<file path="config.mk">
export PLATFORM = sky130hd
export DESIGN_NAME = dmx_fader_blend_merger
export DESIGN_NICKNAME = d
export VERILOG_FILES = /design/src/sv/dfbm_pkg.sv /design/src/sv/dfbm_blend_unit.sv /design/src/sv/dfbm_toucher_store.sv /design/src/sv/dmx_fader_blend_merger.sv
export SDC_FILE = /design/constraint.sdc
export NUM_CORES = 2
export LEC_CHECK = 0
export BUFFER_PORTS_ARGS = -buffer_cell sky130_fd_sc_hd__buf_2
export CORE_MARGIN = 2
export CORE_UTILIZATION = 30
export DETAILED_ROUTE_END_ITERATION = 12
export PLACE_DENSITY_LB_ADDON = 0.15
export SETUP_SLACK_MARGIN = 0.02
export SYNTH_ARGS = -nofsm -noshare
export SYNTH_HDL_FRONTEND = slang
export SYNTH_MEMORY_MAX_BITS = 65536
export SYNTH_SLANG_ARGS = --single-unit
</file>
<file path="constraint.sdc">
create_clock -name clk -period 53.2 [get_ports clk]
set_input_delay 10.64 -clock clk [delete_from_list [all_inputs] [get_ports clk]]
set_output_delay 10.64 -clock clk [all_outputs]
set_load 0.02 [all_outputs]
</file>
<file path="src/sv/dfbm_pkg.sv">
`timescale 1ns / 1ps
// ----------------------------------------------------------------------------
// dfbm_pkg
// Shared types, constants and the byte blend function of the fader merger.
// ----------------------------------------------------------------------------
package dfbm_pkg;

  localparam int CHANNELS_DEFAULT = 513;
  localparam logic [7:0] LEVEL_MAX = 8'd255;

  typedef enum logic [2:0] {
    MODE_MAX     = 3'd0,
    MODE_EXCLUDE = 3'd1,
    MODE_SUB     = 3'd2,
    MODE_ADD     = 3'd3,
    MODE_AVG     = 3'd4,
    MODE_DIFF    = 3'd5
  } mode_t;

  // One fader touching a channel: who and with which mode.
  typedef struct packed {
    logic       hit;
    logic [5:0] fader;
    logic [2:0] mode;
  } touch_t;

  function automatic logic [7:0] blend(logic [7:0] acc, logic [7:0] lvl, logic [2:0] mode);
    logic [8:0] sum;
    logic [7:0] res;
    sum = {1'b0, acc} + {1'b0, lvl};
    unique case (mode)
      MODE_MAX:  res = (acc > lvl) ? acc : lvl;
      MODE_SUB:  res = (acc > lvl) ? acc - lvl : 8'd0;
      MODE_ADD:  res = sum[8] ? LEVEL_MAX : sum[7:0];
      MODE_AVG:  res = sum[8:1];
      MODE_DIFF: res = (acc > lvl) ? acc - lvl : lvl - acc;
      default:   res = acc;
    endcase
    return res;
  endfunction

endpackage

</file>
<file path="src/sv/dfbm_blend_unit.sv">
`timescale 1ns / 1ps
// ----------------------------------------------------------------------------
// dfbm_blend_unit
// Blends one fader beat into the fader or sequence accumulator and decides
// whether the beat touches the channel.
// ----------------------------------------------------------------------------
module dfbm_blend_unit (
  input  logic                 first_of_channel,
  input  logic [7:0]           level,
  input  logic [2:0]           blend_mode,
  input  logic                 route,
  input  logic [7:0]           sequence_in,
  input  logic [5:0]           fader_index,
  input  logic [7:0]           fader_acc,
  input  logic [7:0]           sequence_acc,
  input  logic                 touched_flag,
  output logic [7:0]           fader_acc_next,
  output logic [7:0]           sequence_acc_next,
  output logic                 touched_flag_next,
  output dfbm_pkg::touch_t     touch
);

  logic [7:0] fader_base;
  logic [7:0] seq_base;
  logic [7:0] blended;
  logic       mode_ok;
  logic       level_on;
  logic       apply;
  logic       fader_quiet;

  // A new channel restarts both accumulators and the flag.
  assign fader_base = first_of_channel ? 8'd0 : fader_acc;
  assign seq_base   = first_of_channel ? sequence_in : sequence_acc;

  assign mode_ok  = (blend_mode != dfbm_pkg::MODE_EXCLUDE) &&
                    (blend_mode <= dfbm_pkg::MODE_DIFF);
  assign level_on = (level != 8'd0);

  // Subtract on the fader route applies even at zero level.
  assign apply = mode_ok && ((!route && blend_mode == dfbm_pkg::MODE_SUB) || level_on);

  // Max and subtract on the fader route never count as touching.
  assign fader_quiet = !route && (blend_mode == dfbm_pkg::MODE_MAX ||
                                  blend_mode == dfbm_pkg::MODE_SUB);

  assign blended = dfbm_pkg::blend(route ? seq_base : fader_base, level, blend_mode);

  assign fader_acc_next    = (apply && !route) ? blended : fader_base;
  assign sequence_acc_next = (apply && route) ? blended : seq_base;

  assign touch.hit   = mode_ok && level_on && !fader_quiet;
  assign touch.fader = fader_index;
  assign touch.mode  = blend_mode;

  assign touched_flag_next = touch.hit || (touched_flag && !first_of_channel);

endmodule

</file>
<file path="src/sv/dfbm_toucher_store.sv">
`timescale 1ns / 1ps
// ----------------------------------------------------------------------------
// dfbm_toucher_store
// Per-channel memory of the last touching fader and its mode, cleared by a
// sweep after reset, with a registered read and a same-beat bypass.
// ----------------------------------------------------------------------------
module dfbm_toucher_store #(
  parameter int CHANNELS = dfbm_pkg::CHANNELS_DEFAULT
) (
  input  logic             clk,
  input  logic             rst,
  input  logic [9:0]       channel,
  input  logic             wr_en,
  input  dfbm_pkg::touch_t touch,
  input  logic             rd_en,
  output logic             clearing,
  output logic [5:0]       toucher_fader,
  output logic [2:0]       toucher_mode
);

  localparam int ADDR_W = (CHANNELS > 1) ? $clog2(CHANNELS) : 1;
  localparam logic [ADDR_W-1:0] LAST_ADDR = ADDR_W'(CHANNELS - 1);

  logic [8:0]        mem [CHANNELS];
  logic [ADDR_W-1:0] clr_addr;
  logic [ADDR_W-1:0] addr;
  logic              in_range;
  logic [8:0]        rd_data;
  logic              rd_in_range;
  logic              rd_bypass;
  logic [8:0]        bypass_data;

  assign addr     = ADDR_W'(channel);
  assign in_range = (32'(channel) < 32'(CHANNELS));

  always_ff @(posedge clk) begin
    if (rst) begin
      clearing <= 1'b1;
      clr_addr <= '0;
    end else if (clearing) begin
      if (clr_addr == LAST_ADDR) begin
        clearing <= 1'b0;
      end else begin
        clr_addr <= clr_addr + 1'b1;
      end
    end
  end

  // Read returns the value before this beat's write; the bypass covers it.
  always_ff @(posedge clk) begin
    if (clearing) begin
      mem[clr_addr] <= '0;
    end else if (wr_en && touch.hit && in_range) begin
      mem[addr] <= {touch.fader, touch.mode};
    end
    if (rd_en && in_range) begin
      rd_data <= mem[addr];
    end
  end

  always_ff @(posedge clk) begin
    if (rd_en) begin
      rd_in_range <= in_range;
      rd_bypass   <= touch.hit;
      bypass_data <= {touch.fader, touch.mode};
    end
  end

  always_comb begin
    priority if (!rd_in_range) begin
      {toucher_fader, toucher_mode} = 9'd0;
    end else if (rd_bypass) begin
      {toucher_fader, toucher_mode} = bypass_data;
    end else begin
      {toucher_fader, toucher_mode} = rd_data;
    end
  end

endmodule

</file>
<file path="src/sv/dmx_fader_blend_merger.sv">
`timescale 1ns / 1ps
// ----------------------------------------------------------------------------
// dmx_fader_blend_merger
// Merges per-fader DMX levels channel by channel into fader and sequence
// levels, and reports the last fader that touched each channel.
// ----------------------------------------------------------------------------
// Takes one fader beat per clock unless stalled by a waiting result or the
// sweep: a beat is registered, blended into the accumulators as it leaves the
// input register, and a channel's last beat loads the result register, which
// offers the result. The result register parts the two sides, so input keeps
// flowing while a result waits unless a second result is ready behind it.
// After reset the toucher memory is swept to zero, one channel per cycle over
// all CHANNELS entries, 513 by default, and item_ready stays low meanwhile.
module dmx_fader_blend_merger #(
  parameter int CHANNELS = dfbm_pkg::CHANNELS_DEFAULT
) (
  input  logic       clk,
  input  logic       rst,
  input  logic       item_valid,
  output logic       item_ready,
  input  logic [9:0] channel,
  input  logic [5:0] fader_index,
  input  logic [7:0] level,
  input  logic [2:0] blend_mode,
  input  logic       route,
  input  logic [7:0] sequence_in,
  input  logic       first_of_channel,
  input  logic       last_of_channel,
  output logic       result_valid,
  input  logic       result_ready,
  output logic [9:0] out_channel,
  output logic [7:0] fader_value,
  output logic [7:0] sequence_value,
  output logic       touched,
  output logic [5:0] toucher_fader,
  output logic [2:0] toucher_mode
);

  // input register
  logic       a_valid;
  logic [9:0] a_channel;
  logic [5:0] a_fader;
  logic [7:0] a_level;
  logic [2:0] a_mode;
  logic       a_route;
  logic [7:0] a_seq;
  logic       a_first;
  logic       a_last;

  // accumulators
  logic [7:0] fader_acc;
  logic [7:0] sequence_acc;
  logic       touched_flag;
  logic [7:0] fader_acc_next;
  logic [7:0] sequence_acc_next;
  logic       touched_flag_next;

  // result register
  logic       b_valid;
  logic [9:0] b_channel;
  logic [7:0] b_fader;
  logic [7:0] b_seq;
  logic       b_touched;

  dfbm_pkg::touch_t touch;
  logic             a_adv;
  logic             load_b;
  logic             clearing;

  assign a_adv      = a_valid && (!a_last || !b_valid || result_ready);
  assign load_b     = a_adv && a_last;
  assign item_ready = !clearing && (!a_valid || a_adv);

  always_ff @(posedge clk) begin
    if (rst) begin
      a_valid <= 1'b0;
    end else if (item_ready) begin
      a_valid <= item_valid;
    end
  end

  always_ff @(posedge clk) begin
    if (item_ready && item_valid) begin
      a_channel <= channel;
      a_fader   <= fader_index;
      a_level   <= level;
      a_mode    <= blend_mode;
      a_route   <= route;
      a_seq     <= sequence_in;
      a_first   <= first_of_channel;
      a_last    <= last_of_channel;
    end
  end

  dfbm_blend_unit u_blend (
    .first_of_channel  (a_first),
    .level             (a_level),
    .blend_mode        (a_mode),
    .route             (a_route),
    .sequence_in       (a_seq),
    .fader_index       (a_fader),
    .fader_acc         (fader_acc),
    .sequence_acc      (sequence_acc),
    .touched_flag      (touched_flag),
    .fader_acc_next    (fader_acc_next),
    .sequence_acc_next (sequence_acc_next),
    .touched_flag_next (touched_flag_next),
    .touch             (touch)
  );

  always_ff @(posedge clk) begin
    if (rst) begin
      fader_acc    <= 8'd0;
      sequence_acc <= 8'd0;
      touched_flag <= 1'b0;
    end else if (a_adv) begin
      fader_acc    <= fader_acc_next;
      sequence_acc <= sequence_acc_next;
      touched_flag <= touched_flag_next;
    end
  end

  always_ff @(posedge clk) begin
    if (rst) begin
      b_valid <= 1'b0;
    end else if (load_b) begin
      b_valid <= 1'b1;
    end else if (result_ready) begin
      b_valid <= 1'b0;
    end
  end

  always_ff @(posedge clk) begin
    if (load_b) begin
      b_channel <= a_channel;
      b_fader   <= fader_acc_next;
      b_seq     <= sequence_acc_next;
      b_touched <= touched_flag_next;
    end
  end

  dfbm_toucher_store #(
    .CHANNELS (CHANNELS)
  ) u_store (
    .clk           (clk),
    .rst           (rst),
    .channel       (a_channel),
    .wr_en         (a_adv),
    .touch         (touch),
    .rd_en         (load_b),
    .clearing      (clearing),
    .toucher_fader (toucher_fader),
    .toucher_mode  (toucher_mode)
  );

  assign result_valid   = b_valid;
  assign out_channel    = b_channel;
  assign fader_value    = b_fader;
  assign sequence_value = b_seq;
  assign touched        = b_touched;

`ifndef SYNTHESIS
  a_no_input_while_clearing : assert property (@(posedge clk) disable iff (rst)
    clearing |-> !item_ready)
    else $error("input accepted during memory sweep");

  a_sweep_after_reset : assert property (@(posedge clk) disable iff (rst)
    $past(rst) |-> clearing)
    else $error("memory sweep did not start after reset");

  a_stage_holds : assert property (@(posedge clk) disable iff (rst)
    a_valid && !a_adv |=> a_valid && $stable(a_channel) && $stable(a_last))
    else $error("input register lost a stalled beat");

  a_out_of_range_zero : assert property (@(posedge clk) disable iff (rst)
    result_valid && (32'(out_channel) >= 32'(CHANNELS)) |->
      (toucher_fader == 6'd0) && (toucher_mode == 3'd0))
    else $error("toucher reported for channel outside the store");
`endif

endmodule
</file>
# --- After elaboration in Yosys (flattened, before gate mapping) ---
# Memory sizes are Yosys's and may differ from the RTL's. A register that Yosys moved wholly into a read port is not among the register bits.
# Cells that the tools add are included.
word_totals:
  register_bits: 106
  latch_bits: 0
  ram_bits: 4617
  romBits: 0
  input_bits: 42
  output_inout_bits: 38
  wordCells: 97
  memories: 1
mem_list:
  columns: ["memory", "words", "word_bits", "read_ports", "rd_clocked_by_memory_dff", "wr", "line", "rtl"]
  rows:
  - ["u_store.mem", 513, 9, 1, 1, 1, "dfbm_toucher_store.sv:24", "logic [8:0] mem [CHANNELS];"]
classes:
  n_addsub: 4
  mul: 0
  n_div: 0
  order_cmp: 3
  eq_ne: 6
  n_shift: 0
  muxes: 26
  n_bitwise: 1
  n_reduce_logical: 34
op_table:
  columns: ["op", "n"]
  rows:
  - ["two-way mux 8 bit", 9]
  - ["case mux 8 bit (5 select lines)", 1]
  - ["logical AND 1 bit", 16]
  - ["subtractor 8 bit", 2]
  - ["two-way mux 6 bit", 2]
  - ["adder 10 x 1 -> 10 bit (second input constant)", 1]
  - ["== test 10 bit (second input constant)", 1]
  - ["less-than comparator 10 bit (second input constant)", 1]
  - ["two-way mux 1 bit", 10]
  - ["two-way mux 10 bit", 1]
  - ["adder 8 x 8 -> 9 bit", 1]
  - ["two-way mux 9 bit", 1]
  - ["OR reduction 9 bit", 1]
  - ["greater-than comparator 8 bit", 1]
  - ["nonzero test 8 bit", 1]
  - ["zero test 1 bit", 7]
  - ["== test 3 x 2 -> 1 bit (second input constant)", 2]
  - ["== test 3 bit (second input constant)", 2]
  - ["logical OR 1 bit", 6]
  - ["two-way mux 3 bit", 2]
  - ["less-or-equal comparator 3 bit (second input constant)", 1]
  - ["zero test 3 bit", 1]
  - ["!= test 3 x 1 -> 1 bit (second input constant)", 1]
  - ["AND reduction 2 bit", 1]
  - ["2 further kinds", 2]

# --- Depth between registers and ports, before layout ---
depth:
  word_depth: 12
  depth_mapped: 18
  mapped_depth_nobuf: 16

# --- Hierarchy ---
# From an unflattened synthesis, not the netlist that was laid out.
hier_totals:
  hier_cells: 8972
  area_unflattened_um2: 185694.3
modules_own_cells:
  columns: ["mod", "instances", "cells_each", "area_per_inst_um2", "seq_area_each_um2"]
  rows:
  - ["dfbm_toucher_store", 1, 8494, 180659.5, 139463.8]
  - ["dmx_fader_blend_merger", 1, 151, 2826.5, 2332.2]
  - ["dfbm_blend_unit", 1, 327, 2208.4, 0.0]

# --- Worst setup path before layout ---
# No wires, ideal clock.
synth_timing:
  path_type: "input port to flip-flop"
  from: "in result_ready"
  to: "mem u_store.mem[0][0] (data pin)"
  setup_ns: 2.581
  t_arrival_ns: 23.378
  t_required_ns: 50.619
  setup_slack_ns: 27.242
  cell_stages: 8
  n_path_buf: 2
  cell_sequence: "nor2b_1 > nand2_1 > and2_1 > nand3_1 > or2_1 > buf_6 > buf_2 > nor2_1"
synth_via:
  elab_chain_cells: 9
synth_rtl:
  columns: ["item", "line", "rtl"]
  rows:
  - ["start, declared", "dmx_fader_blend_merger.sv:30", "input logic result_ready,"]
  - ["logical OR 1 bit", "dmx_fader_blend_merger.sv:70", "assign a_adv = a_valid && (!a_last || !b_valid || result_ready);"]
  - ["logical AND 1 bit", "dmx_fader_blend_merger.sv:70", null]
  - ["logical AND 1 bit (2 in a row)", "dfbm_toucher_store.sv:53", "end else if (wr_en && touch.hit && in_range) begin"]
  - ["two-way mux 1 bit", "dfbm_toucher_store.sv:53", null]
  - ["two-way mux 1 bit", "dfbm_toucher_store.sv:51", "if (clearing) begin"]
  - ["two-way mux 1 bit (implied by the code)", "dfbm_toucher_store.sv:54", "mem[addr] <= {touch.fader, touch.mode};"]
  - ["OR reduction 9 bit (no line)", null, null]
  - ["two-way mux 9 bit (no line)", null, null]
  - ["end, declared", "dfbm_toucher_store.sv:24", null]
# Every way passes these cells.

# --- Worst setup path after layout ---
layout_timing:
  from: "in result_ready"
  to: "out item_ready"
layout_via:
  elab_chain_cells: 4
layout_rtl:
  columns: ["item", "line", "rtl"]
  rows:
  - ["logical OR 1 bit", "dmx_fader_blend_merger.sv:70", null]
  - ["logical AND 1 bit", "dmx_fader_blend_merger.sv:70", null]
  - ["logical OR 1 bit", "dmx_fader_blend_merger.sv:72", "assign item_ready = !clearing && (!a_valid || a_adv);"]
  - ["logical AND 1 bit", "dmx_fader_blend_merger.sv:72", null]
  - ["end, declared", "dmx_fader_blend_merger.sv:20", "output logic item_ready,"]
# Every way passes these cells.

==> flow_metrics.env <==
export IMPL_outcome="complete, no violations"
export IMPL_postLayoutSetupSlackWorst_ns=31.20
export IMPL_path_max_fanout=3
export IMPL_vias=95300
export IMPL_cp_end_kind="primary output"
export IMPL_start_util=0.301
export IMPL_ios=80
export IMPL_crit_family="buffers and inverters"
export IMPL_gr_usage_all_layers=0.193
export IMPL_antenna_found_initial=68
export IMPL_overflow=0
export IMPL_synth_edff_count=4702
export IMPL_wire_per_inst_microns=34.1
export IMPL_cp_arrival_ns=11.36
export IMPL_drtIter0Drc=11100
export IMPL_highest_layer="met5"
export IMPL_synth_cell_types=85
export IMPL_layout_nets=9671
export IMPL_finalSetupViolations=0
export IMPL_grt_pass1_wl_mm=837
export IMPL_cts_buffers=535
export IMPL_postRouteAntennaNets=0
export IMPL_wl_met2_mm=295
export IMPL_worst_path_max_delay_cell="nor2b_1"
export IMPL_synth_largest_area_cell="edfxtp_1"
export IMPL_worst_ep_required_time_ns=42.56
export IMPL_hold_buffers=0
export IMPL_maxSlewHeadroom=0.0485
export IMPL_fp_coreArea_sq_um=615000
export IMPL_clock_path_buffers=4
export IMPL_synth_common_cells="edfxtp_1, mux4_2, nor2_1"
export IMPL_hold_violations=0
export IMPL_drc=0
export IMPL_ys_ff_latch=4732
export IMPL_power_total_w=0.00765
export IMPL_period_share=0.414
export IMPL_drt_pre_antenna_iters=6
export IMPL_power_leakage_nw=74.3
export IMPL_die_w_microns=790
export IMPL_synth_cells=9247
export IMPL_period_minus_slack_ns=22.00
export IMPL_ys_seq_area_frac=0.765
export IMPL_drive_gt1_frac=0.218
export IMPL_finish_utilization=0.346
export IMPL_tritoncts="yes"
export IMPL_die_y_microns=790
export IMPL_fin_skew_ns=0.0494
export IMPL_htree_levels=6
export IMPL_fmax_ghz=0.0454
export IMPL_routed_wl_mm=619
export IMPL_dp_slack_ns=31.18
export IMPL_num_fill_cells=57000
export IMPL_cp_buffers_inverters=2
export IMPL_post_cts_resized=0
export IMPL_path_common_cell="buf_2"
export IMPL_synth_flop_cell="edfxtp_1"
export IMPL_yosysMostFrequentCell="edfxtp_1"
export IMPL_grt_pass1_vias=97100
export IMPL_peakVddDrop_v=0.0000334
export IMPL_worstMarginPinSlew_ns=1.41
export IMPL_yosys_warnings=0
export IMPL_syn_avg_cell_area_sq_um=20.0
export IMPL_grt_start_max_net_pins=176
export IMPL_cp_cell_sequence="buf_2, nor2b_1, a31oi_1, buf_2"
export IMPL_synth_top_cell_area_share=0.762
export IMPL_via_per_inst=5.25
export IMPL_cts_setup_buffers=0
export IMPL_syn_to_final_growth_pct=14.9
export IMPL_netlist_area_sq_um=185000
export IMPL_gp_congestion=0.829
export IMPL_rsz0062_at_grt="false"
export IMPL_tns_ns=0
export IMPL_hp_class="reg2reg"
export IMPL_clockRootBuffer="clkbuf_16"
export IMPL_powerDensity_nw_per_um2=36.0
export IMPL_cts_reportedPaths_clkPinSlew_ns=0.05
export IMPL_drv_slew=0
export IMPL_cpPeakStageDelay_ns=0.23
export IMPL_post_dp_hpwl_mm=385
export IMPL_ys_async_sr_fraction=0
export IMPL_dieArea_sq_um=624000
export IMPL_synth_fp_nets=9317
export IMPL_rrSetupSlack_ns=44.70
export IMPL_drv_cap=0
export IMPL_synth_area_leaders="edfxtp_1, mux4_2, mux2i_1"
export IMPL_clk_latency_ns=1.08
export IMPL_rows=288
export IMPL_cp_start_kind="primary input"
export IMPL_portBuffers=79
export IMPL_wirelength_met1_mm=257
export IMPL_cts_sinks=4732
export IMPL_wl_met3_mm=47.0
export IMPL_crit_type="in2out"
## worst paths after layout
path	cells after the start	startpoint	endpoint
worst max-delay path	4	result_ready	item_ready
worst max register to register	13	a_channel[0]	u_store.rd_data[3]
worst min register to register	0	a_fader[1]	u_store.bypass_data[4]
worst min-delay path	0	a_fader[1]	u_store.bypass_data[4]
## routing by layer
metal | global-route usage | up-vias
li1 | - | 38900
met1 | 0.259 | 51700
met2 | 0.315 | 3809
met3 | 0.0411 | 835
met4 | 0.0580 | 12
met5 | 0 | -
## logic make-up (layout without fill, tap and decap cells)
kind of cell | Yosys count | after routing | synth area share
compound gates | 985 | 985 | 0.0374
xor+xnor | 18 | 18 | 0.000851
fa+ha+maj | 28 | 28 | 0.00201
buf+inv | 614 | 1372 | 0.0166
flops | 4732 | 4732 | 0.765
mux | 1487 | 1487 | 0.146
other cells | 0 | 21 | 0
simple gates | 1383 | 1383 | 0.0316
## cell type report
class | count | area (sq um) | area share
Timing Repair Buffer | 392 | 3030 | 0.0143
Sequential cell | 4732 | 142000 | 0.666
Clock buffer | 662 | 14100 | 0.0660
Antenna cell | 21 | 52.6 | 0.000247
Clock inverter | 279 | 2830 | 0.0133
Inverter | 39 | 164 | 0.000770
Multi-Input combinational cell | 3901 | 40700 | 0.191
Tap cell | 8120 | 10200 | 0.0477
## stage by stage
| step | instance area [sq um] | std cells | hold WS (ns) |
|---|---|---|---|
| global placement | 196000 | 17200 | 0.444 |
| global route | 213000 | 18100 | 0.459 |
| finish | 213000 | 18100 | 0.452 |
| CTS | 213000 | 18100 | 0.455 |
| detailed placement | 196000 | 17200 | 0.442 |
| floorplan | 185000 | 9247 | 0.417 |
## power breakdown
group / switching [W] / total (W) / internal [W]
clock network: 0.00154 / 0.00359 / 0.00205
registers: 0.00000102 / 0.00404 / 0.00404
logic: 0.0000190 / 0.0000229 / 0.00000394
total: 0.00156 / 0.00765 / 0.00609
## cell usage in the layout (no fill, tap or decap), types with 55 or more instances in the layout
cell / count
a211oi_1: 95
clkbuf_16: 542
buf_4: 290
clkbuf_1: 116
nand3_1: 58
a221oi_1: 73
clkinv_2: 59
a21oi_1: 189
o21ai_0: 108
nor3_1: 55
mux4_2: 972
clkinv_1: 124
nor2_1: 728
a22oi_1: 100
buf_2: 79
nand2_1: 332
o221ai_1: 74
o22ai_1: 107
mux2i_1: 506
edfxtp_1: 4702
## flip-flops by register name (all words and copies together) (netlist names), 9 cells and up
register / flops
u_store.mem: 4617
a_channel: 10
out_channel: 10
u_store.clr_addr: 10
u_store.bypass_data: 9
u_store.rd_data: 9
Power figures use the tool's default switching activity.
